===== src/rtl/core/cbe_pkg.sv =====
`timescale 1ns / 1ps
// ============================================================================
// cbe_pkg
// Shared types and fixed-point constants of the contact bounce envelope.
// ============================================================================
package cbe_pkg;

    // Fixed-point scale: 32768 stands for 1.0.
    localparam logic [15:0] ONE_FX  = 16'd32768;
    localparam logic [15:0] HALF_FX = 16'd16384;

    // Phase limits of the 17-bit signed phase register.
    localparam int PHASE_MAX_I = 65535;
    localparam int PHASE_MIN_I = -65536;

    // Elapsed counter ceiling.
    localparam logic [16:0] CNT17_MAX = 17'h1FFFF;

    // Configuration register indexes.
    localparam logic [2:0] REG_HIGH   = 3'd0;
    localparam logic [2:0] REG_LOW    = 3'd1;
    localparam logic [2:0] REG_STEP   = 3'd2;
    localparam logic [2:0] REG_DECAY  = 3'd3;
    localparam logic [2:0] REG_SCALE  = 3'd4;
    localparam logic [2:0] REG_RAMP   = 3'd5;
    localparam logic [2:0] REG_MAXLEN = 3'd6;

    // Configuration reset values.
    localparam logic [15:0] RST_HIGH   = 16'd1638;
    localparam logic [15:0] RST_LOW    = 16'd492;
    localparam logic [13:0] RST_STEP   = 14'd967;
    localparam logic [15:0] RST_DECAY  = 16'd16384;
    localparam logic [15:0] RST_SCALE  = 16'd9830;
    localparam logic [15:0] RST_RAMP   = 16'd0;
    localparam logic [15:0] RST_MAXLEN = 16'd8192;

    // Item kinds carried in the input tuser bit.
    localparam logic MODE_TRIGGER = 1'b0;
    localparam logic MODE_TICK    = 1'b1;

    // Status codes.
    localparam logic [1:0] ST_DELAY  = 2'd0;
    localparam logic [1:0] ST_BOUNCE = 2'd1;
    localparam logic [1:0] ST_DONE   = 2'd2;

    // One registered input request.
    typedef struct packed {
        logic              mode;
        logic signed [7:0] velocity;
        logic [15:0]       start_delay;
    } t_in_item;

    // Amplitude for a trigger: floor(v * 32768 / 127), zero for v <= 0.
    // 32768 = 127 * 258 + 2, so the quotient is 258*v plus floor(2v / 127).
    function automatic logic [15:0] vel_to_amp(input logic signed [7:0] vel);
        logic [6:0]  mag;
        logic [15:0] base;
        logic [15:0] corr;
        mag  = vel[6:0];
        base = 16'(mag) * 16'd258;
        if (mag == 7'd127) begin
            corr = 16'd2;
        end else if (mag >= 7'd64) begin
            corr = 16'd1;
        end else begin
            corr = 16'd0;
        end
        if (vel[7] || (vel == 8'sd0)) begin
            vel_to_amp = 16'd0;
        end else begin
            vel_to_amp = base + corr;
        end
    endfunction

endpackage


===== src/rtl/core/contact_bounce_envelope_top.sv =====
`timescale 1ns / 1ps
// ============================================================================
// contact_bounce_envelope_top
// Key-contact bounce envelope generator, one envelope sample per trigger or tick request.
// ============================================================================
//
//  Channel   Direction  Signals                    Content
//  --------  ---------  -------------------------  ------------------------------
//  s_axis    in         tvalid tready tdata tuser  trigger or tick request
//  m_axis    out        tvalid tready tdata tuser  envelope sample and status
//  cfg       in         valid ready index data     register writes, always ready
//
//  Each request passes through the input register, then through the evaluation
//  logic into the result register. A new request is taken every cycle while the
//  output is not stalled; the throughput is set by the single evaluation stage,
//  whose longest path is the 17x18 position multiply and threshold compare. Reset
//  is synchronous and active low and returns the valid flags, envelope state and
//  configuration registers to their defaults. A stalled result holds its register;
//  the input register keeps accepting while the result register is free or drained.
// ============================================================================
module contact_bounce_envelope_top
    import cbe_pkg::*;
#(
    parameter int CONTACT_PERIOD = 2
) (
    input  logic        i_clk,
    input  logic        i_rst_n,
    // Input requests
    input  logic        s_axis_tvalid,
    output logic        s_axis_tready,
    input  logic [23:0] s_axis_tdata,   // [7:0] velocity, [23:8] start_delay
    input  logic        s_axis_tuser,   // [0] mode
    // Results
    output logic        m_axis_tvalid,
    input  logic        m_axis_tready,
    output logic [15:0] m_axis_tdata,   // [15:0] envelope
    output logic [1:0]  m_axis_tuser,   // [1:0] status
    // Configuration writes
    input  logic        i_cfg_valid,
    output logic        o_cfg_ready,
    input  logic [2:0]  i_cfg_index,
    input  logic [15:0] i_cfg_data
);

    localparam int PairW = $clog2(CONTACT_PERIOD);
    localparam int StepW = 14 + $clog2(CONTACT_PERIOD);
    localparam int SumW  = StepW + 4;
    localparam logic [PairW-1:0] PairLast = PairW'(CONTACT_PERIOD - 1);
    localparam logic signed [SumW-1:0] PhMax = SumW'(PHASE_MAX_I);
    localparam logic signed [SumW-1:0] PhMin = SumW'(PHASE_MIN_I);

    // Configuration registers
    logic [15:0] r_high, r_low, r_decay, r_scale, r_ramp, r_maxlen;
    logic [13:0] r_step;

    // Input stage
    logic     r_in_valid;
    t_in_item r_in;

    // Envelope state
    logic [15:0]        r_amp;
    logic signed [16:0] r_phase;
    logic               r_closed;
    logic [15:0]        r_held;
    logic [PairW-1:0]   r_pair;
    logic [15:0]        r_delay;
    logic [16:0]        r_budget;
    logic [16:0]        r_elapsed;

    // Result stage
    logic        r_out_valid;
    logic [15:0] r_out_env;
    logic [1:0]  r_out_status;

    // Next-state values
    logic [15:0]        n_amp;
    logic signed [16:0] n_phase;
    logic               n_closed;
    logic [15:0]        n_held;
    logic [PairW-1:0]   n_pair;
    logic [15:0]        n_delay;
    logic [16:0]        n_budget;
    logic [16:0]        n_elapsed;
    logic [15:0]        n_env;
    logic [1:0]         n_status;

    // Evaluation datapath
    logic                   out_free;
    logic                   fire;
    logic signed [17:0]     tri_val;
    logic signed [34:0]     pos_prod;
    logic signed [34:0]     pos_round;
    logic signed [19:0]     pos;
    logic [31:0]            dec_prod;
    logic [16:0]            dec_amp;
    logic signed [16:0]     ph_base;
    logic [StepW-1:0]       step_amt;
    logic signed [SumW-1:0] ph_sum;
    logic signed [17:0]     trig_diff;
    logic [15:0]            open_level;
    logic                   wrap;
    logic                   eval_closed;
    logic [15:0]            eval_level;

    // Handshakes: the input register moves on when the result register frees.
    assign out_free      = !r_out_valid || m_axis_tready;
    assign fire          = r_in_valid && out_free;
    assign s_axis_tready = !r_in_valid || out_free;
    assign o_cfg_ready   = 1'b1;

    assign m_axis_tvalid = r_out_valid;
    assign m_axis_tdata  = r_out_env;
    assign m_axis_tuser  = r_out_status;

    // Contact position: amplitude times triangle of phase, truncated toward zero.
    always_comb begin
        if (r_phase[16]) begin
            tri_val = 18'sd32768 + {r_phase, 1'b0};
        end else begin
            tri_val = 18'sd32768 - {r_phase, 1'b0};
        end
        pos_prod  = $signed({1'b0, r_amp}) * tri_val;
        pos_round = pos_prod + (pos_prod[34] ? 35'sd32767 : 35'sd0);
        pos       = pos_round[34:15];
    end

    // Amplitude decay, phase wrap and phase advance.
    always_comb begin
        wrap     = (r_phase > 17'sd16384);
        dec_prod = r_amp * r_decay;
        dec_amp  = dec_prod[31:15];
        ph_base  = wrap ? -17'sd16384 : r_phase;
        step_amt = StepW'(r_step) * StepW'(CONTACT_PERIOD);
        ph_sum   = $signed({{(SumW-17){ph_base[16]}}, ph_base})
                 + $signed({{(SumW-StepW){1'b0}}, step_amt});
    end

    // Contact decision and level for an evaluation sample.
    always_comb begin
        open_level = (r_scale > ONE_FX) ? 16'd0 : (ONE_FX - r_scale);
        if (pos < $signed({4'b0, r_low})) begin
            eval_closed = 1'b1;
        end else if (pos > $signed({4'b0, r_high})) begin
            eval_closed = 1'b0;
        end else begin
            eval_closed = !r_closed;
        end
        if (pos < $signed({4'b0, r_low})) begin
            eval_level = ONE_FX;
        end else if (pos > $signed({4'b0, r_high})) begin
            eval_level = 16'd0;
        end else begin
            eval_level = eval_closed ? ONE_FX : open_level;
        end
    end

    // Starting phase of a trigger.
    assign trig_diff = 18'sd32768 - $signed({2'b0, r_high});

    // Next state for the request in the input register.
    always_comb begin
        n_amp     = r_amp;
        n_phase   = r_phase;
        n_closed  = r_closed;
        n_held    = r_held;
        n_pair    = r_pair;
        n_delay   = r_delay;
        n_budget  = r_budget;
        n_elapsed = r_elapsed;
        n_env     = 16'd0;
        n_status  = ST_DELAY;
        if (r_in.mode == MODE_TRIGGER) begin
            // Load a new envelope.
            n_amp     = vel_to_amp(r_in.velocity);
            n_phase   = (r_high == 16'd0) ? -17'sd16384 : trig_diff[17:1];
            n_closed  = 1'b0;
            n_held    = 16'd0;
            n_pair    = '0;
            n_delay   = r_in.start_delay;
            n_budget  = {1'b0, (r_in.start_delay > r_maxlen) ? r_in.start_delay : r_maxlen};
            n_elapsed = 17'd0;
        end else if (r_delay != 16'd0) begin
            // Silence while the start delay runs out.
            n_delay = r_delay - 16'd1;
        end else begin
            // Bouncing: evaluate on the first sample of each contact period.
            if (r_pair == '0) begin
                if (wrap) begin
                    n_amp = dec_amp[16] ? 16'hFFFF : dec_amp[15:0];
                end
                if (ph_sum > PhMax) begin
                    n_phase = 17'sd65535;
                end else if (ph_sum < PhMin) begin
                    n_phase = -17'sd65536;
                end else begin
                    n_phase = ph_sum[16:0];
                end
                n_closed = eval_closed;
                n_held   = eval_level;
            end
            n_env     = n_held;
            n_pair    = (r_pair == PairLast) ? '0 : r_pair + PairW'(1);
            n_elapsed = (r_elapsed < CNT17_MAX) ? r_elapsed + 17'd1 : r_elapsed;
            n_budget  = (r_budget != 17'd0) ? r_budget - 17'd1 : r_budget;
            if ((n_elapsed > {1'b0, r_ramp})
                    && ((n_amp < r_low) || (n_budget == 17'd0))) begin
                n_status = ST_DONE;
            end else begin
                n_status = ST_BOUNCE;
            end
        end
    end

    // Configuration registers.
    always_ff @(posedge i_clk) begin
        if (!i_rst_n) begin
            r_high   <= RST_HIGH;
            r_low    <= RST_LOW;
            r_step   <= RST_STEP;
            r_decay  <= RST_DECAY;
            r_scale  <= RST_SCALE;
            r_ramp   <= RST_RAMP;
            r_maxlen <= RST_MAXLEN;
        end else if (i_cfg_valid) begin
            case (i_cfg_index)
                REG_HIGH:   r_high   <= i_cfg_data;
                REG_LOW:    r_low    <= i_cfg_data;
                REG_STEP:   r_step   <= i_cfg_data[13:0];
                REG_DECAY:  r_decay  <= i_cfg_data;
                REG_SCALE:  r_scale  <= i_cfg_data;
                REG_RAMP:   r_ramp   <= i_cfg_data;
                REG_MAXLEN: r_maxlen <= i_cfg_data;
                default: ;
            endcase
        end
    end

    // Input register.
    always_ff @(posedge i_clk) begin
        if (!i_rst_n) begin
            r_in_valid <= 1'b0;
        end else if (s_axis_tready) begin
            r_in_valid <= s_axis_tvalid;
        end
    end

    always_ff @(posedge i_clk) begin
        if (s_axis_tvalid && s_axis_tready) begin
            r_in.mode        <= s_axis_tuser;
            r_in.velocity    <= $signed(s_axis_tdata[7:0]);
            r_in.start_delay <= s_axis_tdata[23:8];
        end
    end

    // Envelope state, updated once per processed request.
    always_ff @(posedge i_clk) begin
        if (!i_rst_n) begin
            r_amp     <= 16'd0;
            r_phase   <= 17'sd0;
            r_closed  <= 1'b0;
            r_held    <= 16'd0;
            r_pair    <= '0;
            r_delay   <= 16'd0;
            r_budget  <= 17'd0;
            r_elapsed <= 17'd0;
        end else if (fire) begin
            r_amp     <= n_amp;
            r_phase   <= n_phase;
            r_closed  <= n_closed;
            r_held    <= n_held;
            r_pair    <= n_pair;
            r_delay   <= n_delay;
            r_budget  <= n_budget;
            r_elapsed <= n_elapsed;
        end
    end

    // Result register.
    always_ff @(posedge i_clk) begin
        if (!i_rst_n) begin
            r_out_valid <= 1'b0;
        end else if (out_free) begin
            r_out_valid <= r_in_valid;
        end
    end

    always_ff @(posedge i_clk) begin
        if (fire) begin
            r_out_env    <= n_env;
            r_out_status <= n_status;
        end
    end

endmodule


===== config.mk =====
export PLATFORM = sky130hd
export DESIGN_NAME = contact_bounce_envelope_top
export DESIGN_NICKNAME = d
export VERILOG_FILES = /design/src/rtl/core/cbe_pkg.sv /design/src/rtl/core/contact_bounce_envelope_top.sv
export SDC_FILE = /design/constraint.sdc
export NUM_CORES = 2
export LEC_CHECK = 0
export BUFFER_PORTS_ARGS = -buffer_cell sky130_fd_sc_hd__buf_2
export CORE_MARGIN = 2
export CORE_UTILIZATION = 65
export CTS_CLUSTER_DIAMETER = 40
export DETAILED_ROUTE_END_ITERATION = 6
export PLACE_DENSITY = 0.91
export SLEW_MARGIN = 20
export SYNTH_ARGS = -nofsm -noshare
export SYNTH_HDL_FRONTEND = slang
export SYNTH_SLANG_ARGS = --single-unit

===== constraint.sdc =====
create_clock -name i_clk -period 14.9 [get_ports i_clk]
set_input_delay 2.235 -clock i_clk [delete_from_list [all_inputs] [get_ports i_clk]]
set_output_delay 2.235 -clock i_clk [all_outputs]
set_load 0.02 [all_outputs]

==> impl_metrics.csv <==
group,metric,value,unit
status,status,"complete, no violations",
detailed_routing,antenna_left,0,
timing,skew,0.03416,ns
min_path,hold_class,"flip-flop to flip-flop",
detailed_routing,via_per_inst,6.194,
clocking,cts.root.buffer_cell,"clkbuf_16",
critical_path,critPathLaunchType,"flip-flop",
clocking,cts_buffer_depth,3,
global_route,grt_use_met2,58.29,%
yosys,yosys_warnings,0,
clocking,cts-hold-fix-buffers,0,
final_layout,nFillCells,3736,
timing,setup_tns,0,ns
critical_path,critPathCaptureType,"flip-flop",
detailed_routing,num_vias,29490,
global_route,grt_first_pass_wirelength,152.6,mm
timing,finalCriticalPeriod,13.88,ns
yosys,syn_inst,4097,
clocking,cts_buffers,34,
critical_path,r2r_setup_slack,1.02,ns
final_layout,area.sequential,5558,µm²
clocking,cts_tree,"yes",
clocking,post_cts_buffers,0,
job,max-cap-violations,0,
yosys,synthFlopType,"dfxtp_1",
yosys,syn_area,34460,µm²
critical_path,crit_required,15.17,ns
die,core,52450,µm²
critical_path,crit_fanout,15,
critical_path,rr_endpoint,"m_axis_tdata[0]",
min_path,hold_end,"r_ramp[1]",
global_route,grt_pass1_vias,30030,
critical_path,timing.rr.start,"r_phase[4]",
yosys,syn_area_per_cell,8.410,µm²
final_layout,multi_input_area,25570,µm²
global_route,top_usage_layer,"met2",
critical_path,crit_type,"flip-flop to flip-flop",
critical_path,cp_slowest_stage_delay,0.62,ns
timing,timing.fmax,72.07,MHz
yosys,syn_nets,4914,
place,dpl.hpwl,70.05,mm
critical_path,reg2reg_depth,51,
timing,setup-violations-final,0,
yosys,ys_types,103,
final_layout,final_cell_mix,"696 x inv_1, 628 x nand2_1, 473 x fa_1",
global_route,grt_usage,35.28,%
detailed_routing,routedWlPerCell,19.84,µm
global_route,grt_util_met1,43.88,%
timing,drv_slew,0,
final_layout,syn_to_final_growth,5.603,%
final_layout,postLayoutCoreUtil,69.38,%
die,fp.dieH,234.2,µm
yosys,async_flop_share,0,%
final_layout,nNetsFinal,4864,
global_route,grt_max_degree,81,
clocking,clk_pin_slew,0.06,ns
critical_path,critPathArrivalTime,14.15,ns
min_path,hold_depth,2,
global_route,met3_usage,5.922,%
clocking,worstSkewPairLatency,0.52,ns
place,dp_slack,1.057,ns
die,fp-row-count,84,
clocking,clock_sinks,256,
global_route,grt_overflow,0,
clocking,ctsHtreeMaxLevel,2,
power_and_ir_drop,vdd.ir_drop.worst,0.1508,mV
timing,finalHoldViolCount,0,
timing,relSlewSlack,24.36,%
die,ios,70,
yosys,synth-edff-count,43,
die,start_util,65.70,%
timing,finalCritPeriodShare,93.13,%
final_layout,layout_commonest_cell,"inv_1",
critical_path,crit_slowest_cell,"fa_1",
global_route,antenna_found_initial,1,
min_path,hold_start,"r_ramp[1]",
yosys,ys_seq_elements,256,
timing,rsz0062_at_grt,"no",
place,portBuffers,68,
detailed_routing,drc,0,
die,die_x,234.2,µm
critical_path,path_common_cell,"a21o_1",
timing,finalWorstSetupSlack,1.024,ns
place,place_congestion,0.9661,
detailed_routing,dr.pass1.iters,7,
die,die-area,54870,µm²
power_and_ir_drop,leakage,0.01702,µW
timing,worstMarginPinSlew,1.130,ns
final_layout,post_route_cells_drive_above_1_share,5.797,%
detailed_routing,drtIter0Drc,2750,
power_and_ir_drop,power_density,140.1,nW/µm²
detailed_routing,wl,94.46,mm
yosys,yosysSeqAreaShare,16.12,%
cell type report:
cell class	count	area share [%]
Clock inverter	21	0.5570
Antenna cell	2	0.01375
Tap cell	688	2.366
Timing Repair Buffer	112	1.843
Multi-Input combinational cell	2945	70.26
Sequential cell	256	15.27
Clock buffer	39	2.476
Inverter	698	7.207
cells by family (layout without fill, tap and decap cells):
| group | Yosys count | in the layout | synth area share, % |
|---|---|---|---|
| flip-flops | 256 | 256 | 16.12 |
| XOR/XNOR | 132 | 132 | 3.482 |
| multiplexers | 31 | 31 | 0.9369 |
| adder cells (fa/ha/maj) | 768 | 768 | 38.19 |
| buffers and inverters | 896 | 870 | 9.855 |
| other | 1 | 3 | 0.01088 |
| AO/OA/AOI/OAI | 639 | 639 | 12.29 |
| AND/OR/NAND/NOR | 1374 | 1374 | 19.11 |
registers in the layout (all words and copies together), names as in the netlist, 17 cells and up:
register and cells:
r_budget 17, r_elapsed 17, r_in 25, r_phase 17
report_power, final:
part	leakage (µW)	switching [µW]	internal [µW]	total, µW
clock	0.000529	334	464	798
sequential	0.00215	55.1	735	790
combinational	0.0143	2210	1300	3510
synthesized netlist by cell type, drive strengths merged (7+ instances only):
| library cell | count | share of area [%] |
|---|---|---|
| inv | 698 | 7.6 |
| nand2 | 629 | 6.9 |
| fa | 473 | 27 |
| ha | 295 | 11 |
| and2 | 243 | 4.4 |
| a21oi | 234 | 3.4 |
| dfxtp | 213 | 12 |
| clkbuf | 179 | 1.9 |
| nor2 | 168 | 1.9 |
| o21ai | 97 | 1.4 |
| xnor2 | 88 | 2.3 |
| nor3 | 69 | 1.1 |
| nand3 | 60 | 0.87 |
| a21o | 45 | 0.98 |
| edfxtp | 43 | 3.7 |
| xor2 | 42 | 1.1 |
| nand4 | 38 | 0.71 |
| nor2b | 33 | 0.60 |
| nor4 | 31 | 0.58 |
| a22o | 30 | 0.76 |
| o21a | 26 | 0.57 |
| o211ai | 24 | 0.52 |
| a211oi | 22 | 0.51 |
| and3 | 21 | 0.38 |
| mux2i | 21 | 0.61 |
| buf | 19 | 0.30 |
| a31oi | 18 | 0.37 |
| nand2b | 17 | 0.31 |
| o22a | 14 | 0.36 |
| or3 | 14 | 0.27 |
| a221oi | 12 | 0.32 |
| nor3b | 12 | 0.28 |
| o21bai | 11 | 0.24 |
| a22oi | 10 | 0.22 |
| mux2 | 10 | 0.33 |
| o221ai | 10 | 0.25 |
| and4 | 8 | 0.20 |
| o221a | 8 | 0.26 |
| o22ai | 8 | 0.15 |
| a21boi | 7 | 0.15 |
| o31ai | 7 | 0.17 |
worst max path at each step:
stage | start | end | slack, ns
4_1_cts | r_phase[0] | m_axis_tdata[0] | 1.00
3_3_place_gp | r_phase[0] | m_axis_tdata[1] | 1.43
5_1_grt | r_phase[4] | m_axis_tdata[0] | 0.08
3_5_place_dp | r_phase[0] | m_axis_tdata[0] | 1.06
2_1_floorplan | r_phase[0] | m_axis_tdata[10] | 2.35
6_report | r_phase[4] | m_axis_tdata[0] | 1.02
stage by stage:
step / area, µm² / cells / hold WS [ns] / total power, µW
finish: 36390 / 4761 / 0.4538 / 5099
floorplan: 34460 / 4097 / 0.4363 / 3290
detailed placement: 35260 / 4699 / 0.4465 / 4180
global placement: 35260 / 4699 / 0.4413 / 4081
CTS: 36370 / 4759 / 0.4551 / 5003
global route: 36380 / 4760 / 0.4739 / 5482
critical path, delay by kind of cell, from the launching register on:
kind                       cells  cell delay (ns)
DFF                            1             0.34
adders and majority gates      9             4.32
buffers and inverters          5             0.57
and+or+nand+nor               12             2.72
AOI/OAI and AO/OA             22             4.97
xor gates and xnor gates       2             0.59
muxes                          1             0.11
metal layers:
layer / routed length, µm / up-vias
met5: 0 / -
met3: 9602 / 462
met1: 34370 / 14200
met4: 6364 / 0
li1: - / 13090
met2: 44120 / 1736
timing repair:
action                                  in CTS  in global routing
endpoints found under the setup margin       0                 30
gates resized for setup                      0                  1
hold endpoints to repair                     0                  0
Note: power is estimated with default switching activity, not from simulation.
